### src/sv/audio_fifo_rate_trim_dac_feed_top_macros.svh
// Assertion helpers for the DAC feed block.
`ifndef AUDIO_FIFO_RATE_TRIM_DAC_FEED_TOP_MACROS_SVH
`define AUDIO_FIFO_RATE_TRIM_DAC_FEED_TOP_MACROS_SVH

// The consequent must hold in the same cycle as the antecedent.
`define AFR_ASSERT_SAME(lbl, ante, cons, msg) \
    lbl: assert property (@(posedge aclk) disable iff (!aresetn) (ante) |-> (cons)) \
        else $error(msg);

// The consequent must hold in the cycle after the antecedent.
`define AFR_ASSERT_NEXT(lbl, ante, cons, msg) \
    lbl: assert property (@(posedge aclk) disable iff (!aresetn) (ante) |=> (cons)) \
        else $error(msg);

`endif

### src/sv/afr_pkg.sv
`timescale 1ns / 1ps
`default_nettype none

package afr_pkg;

    localparam int FIFO_DEPTH_DEF = 2048;
    localparam int BURST_DEF      = 8;
    localparam int DAC_BITS_DEF   = 12;

    localparam int SAMPLE_W   = 16;
    localparam int PERIOD_W   = 16;
    localparam int FILL_W     = 12;
    localparam int TOTAL_W    = 32;
    localparam int VOL_W      = 9;
    localparam int BYTES_W    = 13;
    localparam int OFS_W      = 8;
    localparam int SOFS_W     = 9;
    localparam int GAIN_W     = 11;
    localparam int CFG_IDX_W  = 3;
    localparam int CFG_DATA_W = 16;

    localparam logic [CFG_IDX_W-1:0] REG_USER_VOLUME      = 3'd0;
    localparam logic [CFG_IDX_W-1:0] REG_CORRECTION_OFF   = 3'd1;
    localparam logic [CFG_IDX_W-1:0] REG_NOMINAL_PERIOD   = 3'd2;
    localparam logic [CFG_IDX_W-1:0] REG_BUFFER_BYTES     = 3'd3;
    localparam logic [CFG_IDX_W-1:0] REG_VERY_LOW_OFFSET  = 3'd4;
    localparam logic [CFG_IDX_W-1:0] REG_LOW_OFFSET       = 3'd5;
    localparam logic [CFG_IDX_W-1:0] REG_HIGH_OFFSET      = 3'd6;
    localparam logic [CFG_IDX_W-1:0] REG_VERY_HIGH_OFFSET = 3'd7;

    localparam logic [VOL_W-1:0]    USER_VOLUME_RST      = 9'd50;
    localparam logic [PERIOD_W-1:0] NOMINAL_PERIOD_RST   = 16'd2999;
    localparam logic [BYTES_W-1:0]  BUFFER_BYTES_RST     = 13'd4000;
    localparam logic [OFS_W-1:0]    VERY_LOW_OFFSET_RST  = 8'd6;
    localparam logic [OFS_W-1:0]    LOW_OFFSET_RST       = 8'd2;
    localparam logic [SOFS_W-1:0]   HIGH_OFFSET_RST      = 9'h1FE;
    localparam logic [SOFS_W-1:0]   VERY_HIGH_OFFSET_RST = 9'h1FA;
    localparam int                  LAST_DAC_RST         = 2047;

    localparam int VOL_MAX   = 500;
    localparam int GAIN_NUM  = 256;
    localparam int GAIN_DEN  = 100;
    localparam int WM_DEN    = 100;
    localparam int WM_VL     = 10;
    localparam int WM_LO     = 25;
    localparam int WM_HI     = 75;
    localparam int WM_VH     = 90;
    localparam int BYTES_MIN = 1000;
    localparam int BYTES_MAX = 4096;

    localparam logic ACT_PUSH   = 1'b0;
    localparam logic ACT_REFILL = 1'b1;

    typedef struct packed {
        logic [VOL_W-1:0]           user_volume;
        logic                       correction_off;
        logic [PERIOD_W-1:0]        nominal_period;
        logic [BYTES_W-1:0]         buffer_bytes;
        logic [OFS_W-1:0]           very_low_offset;
        logic [OFS_W-1:0]           low_offset;
        logic signed [SOFS_W-1:0]   high_offset;
        logic signed [SOFS_W-1:0]   very_high_offset;
    } cfg_t;

    typedef struct packed {
        logic                       is_refill;
        logic signed [SAMPLE_W-1:0] sample;
        logic                       message_end;
    } cmd_t;

    typedef struct packed {
        logic valid;
        logic ready;
    } hs_t;

endpackage

`default_nettype wire

### src/sv/afr_front.sv
`timescale 1ns / 1ps
`default_nettype none

module afr_front (
    input  wire logic                                 aclk,
    input  wire logic                                 aresetn,
    input  wire logic                                 s_valid,
    output logic                                      s_ready,
    input  wire logic                                 s_action,
    input  wire logic signed [afr_pkg::SAMPLE_W-1:0]  s_sample,
    input  wire logic                                 s_message_end,
    output afr_pkg::hs_t                              cmd_hs_out,
    input  wire logic                                 cmd_ready,
    output afr_pkg::cmd_t                             cmd
);

    localparam int CMDQ_DEPTH = 2;
    localparam int QW         = $clog2(CMDQ_DEPTH + 1);

    afr_pkg::cmd_t  q_reg [CMDQ_DEPTH];
    afr_pkg::cmd_t  in_cmd;
    logic           wr_ptr_reg, wr_ptr_next;
    logic           rd_ptr_reg, rd_ptr_next;
    logic [QW-1:0]  cnt_reg, cnt_next;
    logic           push, pop;

    always_comb begin
        in_cmd.is_refill   = (s_action == afr_pkg::ACT_REFILL);
        in_cmd.sample      = s_sample;
        in_cmd.message_end = s_message_end;

        s_ready          = (cnt_reg != QW'(CMDQ_DEPTH));
        cmd_hs_out.valid = (cnt_reg != '0);
        cmd_hs_out.ready = cmd_ready;
        cmd              = q_reg[rd_ptr_reg];

        push = s_valid && s_ready;
        pop  = cmd_hs_out.valid && cmd_ready;

        wr_ptr_next = push ? ~wr_ptr_reg : wr_ptr_reg;
        rd_ptr_next = pop ? ~rd_ptr_reg : rd_ptr_reg;
        cnt_next    = cnt_reg;
        if (push && !pop) begin
            cnt_next = cnt_reg + QW'(1);
        end else if (pop && !push) begin
            cnt_next = cnt_reg - QW'(1);
        end
    end

    always_ff @(posedge aclk) begin
        if (!aresetn) begin
            wr_ptr_reg <= 1'b0;
            rd_ptr_reg <= 1'b0;
            cnt_reg    <= '0;
        end else begin
            wr_ptr_reg <= wr_ptr_next;
            rd_ptr_reg <= rd_ptr_next;
            cnt_reg    <= cnt_next;
        end
    end

    always_ff @(posedge aclk) begin
        if (push) begin
            q_reg[wr_ptr_reg] <= in_cmd;
        end
    end

endmodule

`default_nettype wire

### config.mk
export PLATFORM = sky130hd
export DESIGN_NAME = afr_front
export DESIGN_NICKNAME = d
export VERILOG_FILES = /design/src/sv/audio_fifo_rate_trim_dac_feed_top_macros.svh /design/src/sv/afr_pkg.sv /design/src/sv/afr_front.sv
export SDC_FILE = /design/constraint.sdc
export NUM_CORES = 1
export LEC_CHECK = 0
export ABC_AREA = 1
export BUFFER_PORTS_ARGS = -buffer_cell sky130_fd_sc_hd__buf_2
export CORE_UTILIZATION = 51
export CTS_CLUSTER_DIAMETER = 40
export DETAILED_ROUTE_END_ITERATION = 7
export PLACE_DENSITY = 0.82
export SLEW_MARGIN = 20
export SYNTH_ARGS = -nofsm -noshare
export SYNTH_HDL_FRONTEND = slang
export SYNTH_SLANG_ARGS = --single-unit
### constraint.sdc
create_clock -name aclk -period 1.85 [get_ports aclk]
set_input_delay 0.0925 -clock aclk [delete_from_list [all_inputs] [get_ports aclk]]
set_output_delay 0.0925 -clock aclk [all_outputs]
set_load 0.05 [all_outputs]
==> results.sh <==
export IMPL_syn2layout_area_growth_pct=34.56
export IMPL_power_density_nw_per_um2=1444
export IMPL_clock_path_buffers=2
export IMPL_ys_seq_elements=41
export IMPL_arrival_ns=1.43
export IMPL_gp_congestion=0.6217
export IMPL_start_util=0.5610
export IMPL_ys_types=16
export IMPL_place_inst=170
export IMPL_criticalPathCategory="reg2out"
export IMPL_peakVddDrop_mv=1.190
export IMPL_gr_usage_all_layers=0.1791
export IMPL_cap_viol_max_count=0
export IMPL_crit_required_ns=1.76
export IMPL_min_delay_path_class="in2reg"
export IMPL_grt_pass1_wl_um=4291
export IMPL_largest_reg_flops=36
export IMPL_syn_nets=117
export IMPL_postCtsHoldBufs=19
export IMPL_drtPass1Iterations=6
export IMPL_p_total_mw=3.109
export IMPL_clk_latency_ns=0.34
export IMPL_worst_pin_slew_ns=0.2585
export IMPL_synth_cells=94
export IMPL_dieHeight_um=58.02
export IMPL_drv_slew=0
export IMPL_hold_viol_final=0
export IMPL_wl_per_cell_um=13.91
export IMPL_io_pin_count=43
export IMPL_place_area_sq_um=1861
export IMPL_skew_ns=0.005558
export IMPL_setup_viol=0
export IMPL_yosysSeqAreaShare=0.7381
export IMPL_rsz0062_at_grt="false"
export IMPL_syn_avg_cell_area_sq_um=17.02
export IMPL_rows=19
export IMPL_cts_tree="built"
export IMPL_violations="DRC"
export IMPL_overflow=0
export IMPL_p_leak_nw=0.8964
export IMPL_outcome="complete, but fails checks"
export IMPL_dieWidth_um=58.02
export IMPL_die_area_sq_um=3366
export IMPL_final_area_sq_um=2153
export IMPL_viasPerCell=4.924
export IMPL_fmax_mhz=655.9
export IMPL_io_buffers=42
export IMPL_route_detailed_drc=3
export IMPL_root_buffer="clkbuf_4"
export IMPL_grt_max_degree=14
export IMPL_ant_nets=0
export IMPL_routed_wl_um=2740
export IMPL_cp_start_kind="flop"
export IMPL_yosys_warnings=0
export IMPL_cts_setup_buffers=0
export IMPL_fin_util=0.7548
export IMPL_coreArea_sq_um=2853
export IMPL_period_needed_ns=1.525
export IMPL_cts_resized=0
export IMPL_endpoint_kind="output port"
export IMPL_place_hpwl_um=1819
export IMPL_final_cells=197
export IMPL_vias=970
export IMPL_htree_levels=2
export IMPL_slew_headroom=0.8288
export IMPL_syn_area_sq_um=1600
export IMPL_cts_inserted_buffers=5
export IMPL_drt_iter0_markers=29
export IMPL_antenna_found_initial=0
export IMPL_clock_sinks=41
export IMPL_holdWs_ns=0.1832
export IMPL_grt_pass1_vias=1031
export IMPL_period_share=0.8241
export IMPL_cts_reportedPaths_clkPinSlew_ns=0.12
export IMPL_final_nets=188
export IMPL_cp_max_fo=10
export IMPL_final_layout_size_suffix_gt1_frac=0.4578
export IMPL_antenna_cells=0
## cell type report
| type | count | area (sq um) |
|---|---|---|
| repair buffers | 67 | 445.4 |
| fillers | 191 | 699.4 |
| inverters | 8 | 30.03 |
| multi-input cells | 42 | 355.3 |
| clock buffers | 5 | 37.54 |
| well taps | 31 | 38.79 |
| clock inverters | 3 | 65.06 |
| flip-flops and latches | 41 | 1181 |
## final timing paths
check	startpoint	endpoint	slack, ns	depth (start not counted)
setup reg to reg	cnt_reg[0]	cnt_reg[1]	0.37	10
hold / removal	cmd_ready	rd_ptr_reg	0.18	4
hold reg to reg	rd_ptr_reg	rd_ptr_reg	0.53	2
setup / recovery	flop	cmd[9]	0.33	3
## power breakdown
part	switching (mW)	total (mW)	internal [mW]
logic	0.808	1.19	0.382
clock network	0.278	0.697	0.418
registers	0.0502	1.22	1.17
total	1.14	3.11	1.97
## metrics by stage
stage / setup slack, ns / TNS [ns]
2_1_floorplan: -0.03107 / -1.119
3_3_place_gp: 0.4966 / 0
3_5_place_dp: 0.3784 / 0
4_1_cts: 0.2968 / 0
5_1_grt: 0.1892 / 0
6_report: 0.3255 / 0
## cells in the mapped netlist
cell / n / share of area
inv_1: 8 / 0.019
a21oi_1: 1 / 0.0031
mux2_4: 10 / 0.094
dfxtp_1: 5 / 0.063
edfxtp_1: 36 / 0.68
nand2_1: 9 / 0.021
o21ai_0: 2 / 0.0063
buf_6: 1 / 0.0070
o21a_1: 1 / 0.0047
mux2_2: 8 / 0.056
ha_1: 1 / 0.0078
buf_4: 1 / 0.0047
buf_12: 1 / 0.013
nand4_1: 1 / 0.0039
nand3_1: 1 / 0.0031
nor2_1: 8 / 0.019
## cells in the final DEF, fill, tap and decap left out
cell	Yosys	final
a21oi_1	1	1
buf_2	0	42
buf_4	1	6
bufinv_16	0	2
clkbuf_4	0	5
clkinv_2	0	1
dfxtp_1	5	5
dlygate4sd3_1	0	19
edfxtp_1	36	36
ha_1	1	1
inv_1	8	8
mux2_2	8	8
mux2_4	10	10
nand2_1	9	9
nand3_1	1	1
nand4_1	1	1
nor2_1	8	6
nor2_2	0	2
o21a_1	1	1
o21ai_0	2	2
## critical path: stages (launching register included)
cell and delay, ns:
dfxtp_1 0.35, buf_4 0.22, mux2_4 0.32, buf_2 0.21
## cells by family after synthesis
group,after synthesis,share of synthesized area
AND/OR/NAND/NOR,19,0.04691
flip-flops,41,0.7381
buffers and inverters,11,0.04300
AO/OA/AOI/OAI,4,0.01407
adder cells (fa/ha/maj),1,0.007817
multiplexers,18,0.1501
## layer usage
| metal | track usage | wire, um | vias up |
|---|---|---|---|
| met2 | 0.3399 | 1494 | 35 |
| li1 | - | - | 478 |
| met4 | 0.07143 | 38 | 0 |
| met3 | 0.04688 | 120 | 4 |
| met1 | 0.1858 | 1087 | 453 |
| met5 | 0 | 0 | - |
Power figures use the tool's default switching activity.
