[src/sv/audio_fifo_rate_trim_dac_feed_top_macros.svh]
// Assertion helpers for the DAC feed block.
`ifndef AUDIO_FIFO_RATE_TRIM_DAC_FEED_TOP_MACROS_SVH
`define AUDIO_FIFO_RATE_TRIM_DAC_FEED_TOP_MACROS_SVH

// The consequent must hold in the same cycle as the antecedent.
`define AFR_ASSERT_SAME(lbl, ante, cons, msg) \
    lbl: assert property (@(posedge aclk) disable iff (!aresetn) (ante) |-> (cons)) \
        else $error(msg);

// The consequent must hold in the cycle after the antecedent.
`define AFR_ASSERT_NEXT(lbl, ante, cons, msg) \
    lbl: assert property (@(posedge aclk) disable iff (!aresetn) (ante) |=> (cons)) \
        else $error(msg);

`endif

[src/sv/afr_pkg.sv]
`timescale 1ns / 1ps
`default_nettype none

package afr_pkg;

    localparam int FIFO_DEPTH_DEF = 2048;
    localparam int BURST_DEF      = 8;
    localparam int DAC_BITS_DEF   = 12;

    localparam int SAMPLE_W   = 16;
    localparam int PERIOD_W   = 16;
    localparam int FILL_W     = 12;
    localparam int TOTAL_W    = 32;
    localparam int VOL_W      = 9;
    localparam int BYTES_W    = 13;
    localparam int OFS_W      = 8;
    localparam int SOFS_W     = 9;
    localparam int GAIN_W     = 11;
    localparam int CFG_IDX_W  = 3;
    localparam int CFG_DATA_W = 16;

    localparam logic [CFG_IDX_W-1:0] REG_USER_VOLUME      = 3'd0;
    localparam logic [CFG_IDX_W-1:0] REG_CORRECTION_OFF   = 3'd1;
    localparam logic [CFG_IDX_W-1:0] REG_NOMINAL_PERIOD   = 3'd2;
    localparam logic [CFG_IDX_W-1:0] REG_BUFFER_BYTES     = 3'd3;
    localparam logic [CFG_IDX_W-1:0] REG_VERY_LOW_OFFSET  = 3'd4;
    localparam logic [CFG_IDX_W-1:0] REG_LOW_OFFSET       = 3'd5;
    localparam logic [CFG_IDX_W-1:0] REG_HIGH_OFFSET      = 3'd6;
    localparam logic [CFG_IDX_W-1:0] REG_VERY_HIGH_OFFSET = 3'd7;

    localparam logic [VOL_W-1:0]    USER_VOLUME_RST      = 9'd50;
    localparam logic [PERIOD_W-1:0] NOMINAL_PERIOD_RST   = 16'd2999;
    localparam logic [BYTES_W-1:0]  BUFFER_BYTES_RST     = 13'd4000;
    localparam logic [OFS_W-1:0]    VERY_LOW_OFFSET_RST  = 8'd6;
    localparam logic [OFS_W-1:0]    LOW_OFFSET_RST       = 8'd2;
    localparam logic [SOFS_W-1:0]   HIGH_OFFSET_RST      = 9'h1FE;
    localparam logic [SOFS_W-1:0]   VERY_HIGH_OFFSET_RST = 9'h1FA;
    localparam int                  LAST_DAC_RST         = 2047;

    localparam int VOL_MAX   = 500;
    localparam int GAIN_NUM  = 256;
    localparam int GAIN_DEN  = 100;
    localparam int WM_DEN    = 100;
    localparam int WM_VL     = 10;
    localparam int WM_LO     = 25;
    localparam int WM_HI     = 75;
    localparam int WM_VH     = 90;
    localparam int BYTES_MIN = 1000;
    localparam int BYTES_MAX = 4096;

    localparam logic ACT_PUSH   = 1'b0;
    localparam logic ACT_REFILL = 1'b1;

    typedef struct packed {
        logic [VOL_W-1:0]           user_volume;
        logic                       correction_off;
        logic [PERIOD_W-1:0]        nominal_period;
        logic [BYTES_W-1:0]         buffer_bytes;
        logic [OFS_W-1:0]           very_low_offset;
        logic [OFS_W-1:0]           low_offset;
        logic signed [SOFS_W-1:0]   high_offset;
        logic signed [SOFS_W-1:0]   very_high_offset;
    } cfg_t;

    typedef struct packed {
        logic                       is_refill;
        logic signed [SAMPLE_W-1:0] sample;
        logic                       message_end;
    } cmd_t;

    typedef struct packed {
        logic valid;
        logic ready;
    } hs_t;

endpackage

`default_nettype wire

[src/sv/afr_gain.sv]
`timescale 1ns / 1ps
`default_nettype none

module afr_gain (
    input  wire logic [afr_pkg::VOL_W-1:0] aclk_vol_unused_guard,
    input  wire logic                      aclk,
    output logic [afr_pkg::GAIN_W-1:0]     gain
);

    // Gain is volume, capped at 500, times 256 / 100, with the division done as a
    // multiply by a reciprocal and one correction step.
    localparam int X_W      = afr_pkg::VOL_W + $clog2(afr_pkg::GAIN_NUM);
    localparam int RECIP_SH = 24;
    localparam int RECIP    = (1 << RECIP_SH) / afr_pkg::GAIN_DEN;
    localparam int RECIP_W  = $clog2(RECIP + 1);
    localparam int P_W      = X_W + RECIP_W;

    logic [afr_pkg::VOL_W-1:0]  vol_cap;
    logic [X_W-1:0]             x, x_reg;
    logic [P_W-1:0]             prod_reg;
    logic [afr_pkg::GAIN_W-1:0] q0;
    logic [X_W-1:0]             rem;
    logic [afr_pkg::GAIN_W-1:0] gain_reg, gain_next;

    always_comb begin
        vol_cap = (aclk_vol_unused_guard > afr_pkg::VOL_W'(afr_pkg::VOL_MAX))
                ? afr_pkg::VOL_W'(afr_pkg::VOL_MAX) : aclk_vol_unused_guard;
        x       = X_W'(vol_cap) * X_W'(afr_pkg::GAIN_NUM);
        q0      = prod_reg[RECIP_SH +: afr_pkg::GAIN_W];
        rem     = x_reg - X_W'(q0) * X_W'(afr_pkg::GAIN_DEN);
        gain_next = (rem >= X_W'(afr_pkg::GAIN_DEN)) ? q0 + afr_pkg::GAIN_W'(1) : q0;
        gain    = gain_reg;
    end

    always_ff @(posedge aclk) begin
        x_reg    <= x;
        prod_reg <= P_W'(x) * P_W'(RECIP);
        gain_reg <= gain_next;
    end

endmodule

`default_nettype wire

[config.mk]
export PLATFORM = sky130hd
export DESIGN_NAME = afr_gain
export DESIGN_NICKNAME = d
export VERILOG_FILES = /design/src/sv/audio_fifo_rate_trim_dac_feed_top_macros.svh /design/src/sv/afr_pkg.sv /design/src/sv/afr_gain.sv
export SDC_FILE = /design/constraint.sdc
export NUM_CORES = 1
export LEC_CHECK = 0
export BUFFER_PORTS_ARGS = -buffer_cell sky130_fd_sc_hd__buf_2
export CAP_MARGIN = 30
export CORE_MARGIN = 1
export CORE_UTILIZATION = 50
export CTS_CLUSTER_SIZE = 28
export DETAILED_ROUTE_END_ITERATION = 6
export GPL_ROUTABILITY_DRIVEN = 1
export PLACE_DENSITY = 0.77
export SLEW_MARGIN = 20
export SYNTH_ARGS = -nofsm -noshare
export SYNTH_HDL_FRONTEND = slang
export SYNTH_SLANG_ARGS = --single-unit
[constraint.sdc]
create_clock -name aclk -period 10.5 [get_ports aclk]
set_input_delay 0.525 -clock aclk [delete_from_list [all_inputs] [get_ports aclk]]
set_output_delay 0.525 -clock aclk [all_outputs]
set_load 0.005 [all_outputs]
==> results.cfg, run 1 <==
[drt]
drcViolationCount = 0
ant_nets = 0
drtPass1Iterations = 4
drt_iter0_drc = 80
wl_um = 8980
vias = 3199
wire_per_inst_um = 15.0
avgViaCountPerCell = 5.33

[critical_path]
crit_path_frequent_cell = fa_1
cp_slowest_stage_delay_ns = 0.58
worstSetupPathType = in -> reg
crit_required_ns = 10.68
crit_chain = buf_2, ha_1, nand4_1, nor2_1, nor2b_1, fa_1, inv_1, fa_1, inv_1, fa_1, fa_1, ha_1, a2111o_1, a31oi_1, a211oi_1, nor2_1, nor4b_1, a2111o_1, o31ai_1, o21bai_1, xor2_1
endpoint_kind = flop
worst_path_max_delay_cell = fa_1
worst_ep_arrival_time_ns = 6.07
worst-path-max-fanout = 8
cp-start-kind = input pin

[place]
place.gp.congestion = 0.988
portBuffers = 20
dp_hpwl_um = 7910

[timing]
tightest_slew_ns = 0.709
fin_crit_ns = 5.89
clock_skew_ns = 0.00660
max_freq_mhz = 170
slew_headroom = 0.527
setup_viol = 0
finalHoldViolations = 0
slew_violations = 0
rsz0062_at_grt = false
period_share = 0.561
setup_tns_ns = 0

[logic_synthesis]
synth_seq_cells = 31
async_flop_share = 0
synthFlopType = dfxtp_1
avgSynthCellArea_um2 = 9.63
yosysUniqueCellTypes = 54
syn-cell-area_um2 = 4510
syn_inst = 468
synth-seq-area-share = 0.138
synth_edf_count = 0
synth_fp_nets = 631
ys.warnings.count = 0

[layout]
mostFrequentLayoutCells = ha_1, inv_1, fa_1
multi_input_area_um2 = 3490
fin_util = 0.553
drive_gt1_frac = 0.0833
syn2layout_area_growth_pct = 7.02
largest_reg_flops = 12
final_common_cell = ha_1
num-nets-final = 654
regArea_um2 = 621
diodes = 0
fillers = 750

[global_route]
grt_max_degree = 12
grt_pass1_vias = 3484
met2_usage = 0.352
antenna_found_initial = 0
met3_usage = 0.0426
globalRoute.busiestLayer = met2
grt_remaining_overflow = 0
use_met1 = 0.264
grt_pass1_wl_um = 15700
grtUsageTotal = 0.208

[clocking]
cts_root_buffer = clkbuf_8
post_cts.repair.setup_buffers = 0
cts_tree = yes
insertion_delay_ns = 0.29
hold_buffers = 0
clkTransAtPathRegs_ns = 0.07
ctsLongestPathBuffers = 2
h-tree-depth = 2
ctsResizeCount = 0
numCtsBuffers = 5
cts.sinks = 31

[floorplan]
io_pins = 21
placementRows = 34
die_area_um2 = 9400
die_w_um = 96.9
coreArea_um2 = 8720
die_h_um = 96.9
initial_core_util = 0.517

[worst_hold_path]
min_path_type = in -> reg

[run_status]
status = complete, no violations

[job]
max-cap-violations = 0
[cells in the mapped netlist, drive strengths merged (2+ instances only)]
cell    instances  area, µm²
ha            107       1340
inv           100        375
fa             46        921
dfxtp          31        621
nor2           21       78.8
xnor2          18        158
a21oi          17       85.1
xor2           16        140
o21ai          13       68.8
nand2          11       41.3
nor3            8       40.0
o21a            7       52.6
a211oi          5       37.5
a21o            5       38.8
nand3           5       25.0
o21bai          5       37.5
nand2b          4       25.0
nor3b           4       35.0
clkbuf          3       11.3
nor2b           3       18.8
or2             3       18.8
a2111o          2       22.5
a31oi           2       12.5
and3            2       12.5
and4b           2       20.0
nand4           2       12.5
nor4            2       18.8
nor4b           2       32.5
o31ai           2       15.0
[cell families after synthesis]
family	share of synthesized area
flops	0.138
buf+inv	0.0883
compound gates	0.100
xor+xnor	0.0711
mux	0.00472
fa+ha+maj	0.501
simple gates	0.0966
[worst max-delay path, delay by kind of cell]
family | cells | cell delay [ns]
adders and majority gates | 6 | 2.35
AOI/OAI and AO/OA | 6 | 1.61
and+or+nand+nor | 5 | 1.11
buffers and inverters | 3 | 0.31
xor gates and xnor gates | 1 | 0.15
[area by class of cell]
cell class                      instances  share of cell area
Timing Repair Buffer                   20              0.0208
Inverter                              100              0.0778
Clock buffer                            7              0.0200
Multi-Input combinational cell        333               0.723
Clock inverter                          1             0.00156
Sequential cell                        31               0.129
Tap cell                              108              0.0280
[path summary, 6_finish.rpt]
| path | start | to | slack (ns) | depth (start not counted) |
|---|---|---|---|---|
| min reg2reg | prod_reg[34] | gain[10] | 0.55 | 2 |
| min | aclk_vol_unused_guard[6] | x_reg[14] | 0.46 | 1 |
| max reg2reg | prod_reg[26] | gain[1] | 5.05 | 20 |
| max | aclk_vol_unused_guard[7] | prod_reg[34] | 4.61 | 21 |
[stage by stage]
| step | hold WS, ns | instance area, µm² | instances | setup WS [ns] |
|---|---|---|---|---|
| floorplan | 0.486 | 4510 | 468 | 4.97 |
| global placement | 0.553 | 4720 | 592 | 4.53 |
| detailed placement | 0.554 | 4720 | 592 | 4.33 |
| CTS | 0.450 | 4820 | 600 | 4.64 |
| global route | 0.442 | 4820 | 600 | 4.27 |
| finish | 0.459 | 4820 | 600 | 4.61 |
[layer usage]
layer | vias up | share of wire
met5 | - | 0
li1 | 1593 | -
met1 | 1529 | 0.46
met4 | 0 | 0.018
met3 | 18 | 0.043
met2 | 59 | 0.48
Power of run 1 is left out: the tool's default activity adds up to more than one toggle a clock period on the data nets, which glitch-free logic cannot reach.
==> run 2: changes to the inputs <==
Clock period 10.5 ns to 5.5 ns, I/O delays scaled along.
==> run 2 against run 1 <==
Compared with the run above:
- non-clock buffer count increased by 17
- clock-buffer cell count unchanged
- sequential share of layout area decreased by 0.38 points
- hold slack worse by 0.16 ns
- register-to-register slack got worse by 4.8 ns
- worst setup slack lost 4.3 ns
- critical path depth unchanged
- final cell count rose by 2.8%
==> results.cfg, run 2 (same netlist as run 1, synthesis figures left out) <==
[run_status]
status = complete, no violations

[drt]
wl_um = 9310
drcViolationCount = 0
drt-met1-wl_um = 4130
dr_wl_met2_um = 4720
drtPass1Iterations = 4
avgViaCountPerCell = 5.38
ant_nets = 0
wire_per_inst_um = 15.1
top_layer_used = met4
wl_met3_um = 307
drt_iter0_drc = 103
vias = 3317

[floorplan]
coreArea_um2 = 8720
die_area_um2 = 9400
io_pins = 21
die_h_um = 96.9
initial_core_util = 0.517
placementRows = 34
die_w_um = 96.9

[critical_path]
crit_required_ns = 5.67
worstSetupPathType = in -> reg
cp-start-kind = input pin
endpoint_kind = flop
worst-path-max-fanout = 4
worst_ep_arrival_time_ns = 5.39

[layout]
num-nets-final = 671
largest_reg_flops = 12
mostFrequentLayoutCells = ha_1, inv_1, fa_1
drive_gt1_frac = 0.124
syn2layout_area_growth_pct = 10.5
final_common_cell = ha_1
diodes = 0
finalInstanceArea_um2 = 4980

[global_route]
grt_pass1_vias = 3536
antenna_found_initial = 0
grt_pass1_wl_um = 16000
grt_max_degree = 12
grt_remaining_overflow = 0
grtUsageTotal = 0.212

[place]
place_ws_ns = -0.177
portBuffers = 20
place.gp.congestion = 0.912
dp_hpwl_um = 8170
place_area_um2 = 4860

[timing]
clock_skew_ns = 0.00502
rsz0062_at_grt = false
tightest_slew_ns = 0.547
setup_viol = 0
slew_violations = 0
period_share = 0.949
setup_tns_ns = 0
setup_slack_ns = 0.282
max_freq_mhz = 192
slew_headroom = 0.626
finalHoldViolations = 0
fin_crit_ns = 5.22

[clocking]
post_cts.repair.setup_buffers = 0
numCtsBuffers = 5
h-tree-depth = 2
cts.sinks = 31
cts_tree = yes
ctsLongestPathBuffers = 2
clkTransAtPathRegs_ns = 0.07
cts_root_buffer = clkbuf_8
hold_buffers = 0
insertion_delay_ns = 0.28

[worst_hold_path]
min_path_type = in -> reg

[job]
max-cap-violations = 0
-- run 2: cell count changes in the layout (fill, tap and decap cells not counted), sizes merged --
cell,before,now
buf,20,37
-- run 2: final cells by class --
type | count | area [µm²]
multi-input cells | 333 | 3500
clock inverters | 1 | 7.51
well taps | 108 | 135
flip-flops and latches | 31 | 622
fillers | 731 | 3740
inverters | 100 | 375
repair buffers | 37 | 240
clock buffers | 7 | 96.3
-- run 2: layer usage --
layer  up-vias  global-route usage
met3        17              0.0368
met2        57               0.380
met5         -                   0
li1       1618                   -
met4         0              0.0712
met1      1625               0.255
-- run 2: timing repair --
item	4_1_cts	5_1_grt
gates resized for setup	0	6
setup endpoints to repair	0	7
endpoints found under the hold margin	0	0
-- run 2: path summary, 6_finish.rpt --
kind	cells after the start	from	end	slack [ns]
setup / recovery	21	aclk_vol_unused_guard[7]	prod_reg[34]	0.28
hold / removal	2	aclk_vol_unused_guard[6]	x_reg[14]	0.30
setup reg to reg	21	prod_reg[25]	gain[1]	0.29
hold reg to reg	2	prod_reg[34]	gain[10]	0.56
-- run 2: critical path, stage by stage --
cell	delay (ns)
buf_2	0.11
ha_1	0.19
nand4_1	0.15
nor2_1	0.11
or2_2	0.32
fa_1	0.52
inv_1	0.06
fa_1	0.50
inv_1	0.05
fa_1	0.47
fa_1	0.50
ha_1	0.24
a2111o_1	0.38
a31oi_1	0.23
a211oi_2	0.14
nor2_2	0.17
nor4b_1	0.08
a2111o_1	0.42
o31ai_2	0.23
o21bai_1	0.10
xor2_1	0.14
-- run 2: stage by stage --
stage	instances	util	hold WS, ns
after floorplan	468	-	0.464
after global placement	609	0.557	0.550
after detailed placement	609	0.557	0.554
after CTS	617	0.569	0.283
after global routing	617	0.571	0.290
final	617	0.571	0.303
Power of run 2 is left out for the same reason.
==> run 3: changes to the inputs <==
Settings changed: PLACE_DENSITY 0.77 to 0.76.
==> run 3 against run 2 <==
Compared with the run above:
- die area is the same
- via count fell by 2.2%
- utilization down 0.17 points
- critical endpoint unchanged
- global-route usage decreased by 0.90 points
- wire length is 3.1% lower
- fmax grew 0.73%
- highest routed layer unchanged
- flip-flop and latch count stayed put
- cell area down 0.30%
- final cell count shrank 0.16%
- clock-buffer cell count decreased by 2
- worst setup slack better by 0.038 ns
==> results.cfg, run 3 (same netlist as run 1, synthesis figures left out) <==
[layout]
drive_gt1_frac = 0.122
largest_reg_flops = 12
fillers = 765
final_common_cell = ha_1
diodes = 0
fin_util = 0.569
num-nets-final = 670
mostFrequentLayoutCells = ha_1, inv_1, fa_1
fin_cells = 616
finalInstanceArea_um2 = 4970
syn2layout_area_growth_pct = 10.2

[critical_path]
cp-start-kind = input pin
r2r_end = gain[1]
endpoint_kind = flop
cpLargestDelayFamily = adder cells
crit_path_frequent_cell = fa_1
worst_path_max_delay_cell = fa_1
crit_required_ns = 5.67
timing.rr.start = prod_reg[26]
worst-path-max-fanout = 4
worst_ep_arrival_time_ns = 5.35
cp_slowest_stage_delay_ns = 0.52
reg2reg_setup_slack_ns = 0.40
crit_chain = buf_2, ha_1, nand4_1, nor2_1, or2_2, fa_1, inv_1, fa_1, inv_1, fa_1, fa_1, ha_1, a2111o_1, a31oi_1, a211oi_1, nor2_1, nor4b_1, a2111o_1, o31ai_2, o21bai_1, xor2_1
worstSetupPathType = in -> reg
crit_buf_inv = 3
r2r.worst_path.cells = 21

[floorplan]
die_h_um = 96.9
coreArea_um2 = 8720
initial_core_util = 0.517
placementRows = 34
io_pins = 21
die_area_um2 = 9400
die_w_um = 96.9

[clocking]
numCtsBuffers = 5
ctsLongestPathBuffers = 2
clkTransAtPathRegs_ns = 0.07
hold_buffers = 0
cts.sinks = 31
insertion_delay_ns = 0.28
cts_root_buffer = clkbuf_8
h-tree-depth = 2
cts_tree = yes
post_cts.repair.setup_buffers = 0

[worst_hold_path]
hp-start = aclk_vol_unused_guard[4]
min_to = x_reg[12]
min_path_type = in -> reg
whs_path_depth = 2

[global_route]
antenna_found_initial = 0
grtUsageTotal = 0.203
grt_remaining_overflow = 0
grt_max_degree = 12
grt_pass1_wl_um = 15400
grt_pass1_vias = 3390

[drt]
drcViolationCount = 0
ant_nets = 0
wire_per_inst_um = 14.6
wl_um = 9020
vias = 3243
drtPass1Iterations = 4
drt_iter0_drc = 97
avgViaCountPerCell = 5.26

[place]
place.gp.congestion = 0.920
dp.cells = 608
place_area_um2 = 4840
place_ws_ns = -0.0647
dp_hpwl_um = 7960
portBuffers = 20

[timing]
tightest_slew_ns = 0.634
setup_viol = 0
clock_skew_ns = 0.00369
fin_crit_ns = 5.18
setup_slack_ns = 0.320
max_freq_mhz = 193
period_share = 0.942
slew_headroom = 0.566
finalHoldViolations = 0
slew_violations = 0

[job]
max-cap-violations = 0

[run_status]
status = complete, no violations
## run 3: cell type report
type | instances | area (µm²) | area share
Clock buffer | 5 | 68.8 | 0.0139
Clock inverter | 3 | 43.8 | 0.00882
Inverter | 100 | 375 | 0.0756
Multi-Input combinational cell | 333 | 3500 | 0.705
Sequential cell | 31 | 623 | 0.125
Tap cell | 108 | 135 | 0.0272
Timing Repair Buffer | 36 | 220 | 0.0443
## run 3: repair_timing
action / CTS / global route
hold endpoints to repair: 0 / 0
endpoints found under the setup margin: 0 / 12
gates resized for setup: 0 / 6
## run 3: stage by stage
step | setup TNS [ns] | hold WS (ns)
after floorplan | 0 | 0.464
after global placement | 0 | 0.551
after detailed placement | -0.0647 | 0.550
after CTS | 0 | 0.291
after global routing | -0.00461 | 0.295
final | 0 | 0.292
## run 3: layer usage
metal | vias to the layer above | global-route usage | wire (µm)
li1 | 1625 | - | -
met1 | 1556 | 0.261 | 4290
met2 | 48 | 0.355 | 4400
met3 | 14 | 0.0260 | 178
met4 | 0 | 0.0586 | 149
met5 | - | 0 | 0
## run 3: worst max-delay path by stage
stage          depth (start not counted)                     start           end  slack (ns)
6_report                              21  aclk_vol_unused_guard[7]  prod_reg[34]        0.32
5_1_grt                               21              prod_reg[26]       gain[1]      -0.005
4_1_cts                               21  aclk_vol_unused_guard[7]  prod_reg[34]        0.23
3_5_place_dp                          21  aclk_vol_unused_guard[7]  prod_reg[34]       -0.06
3_3_place_gp                          21  aclk_vol_unused_guard[7]  prod_reg[34]        0.14
2_1_floorplan                         20  aclk_vol_unused_guard[7]  prod_reg[34]        0.22
Power of run 3 is left out for the same reason.
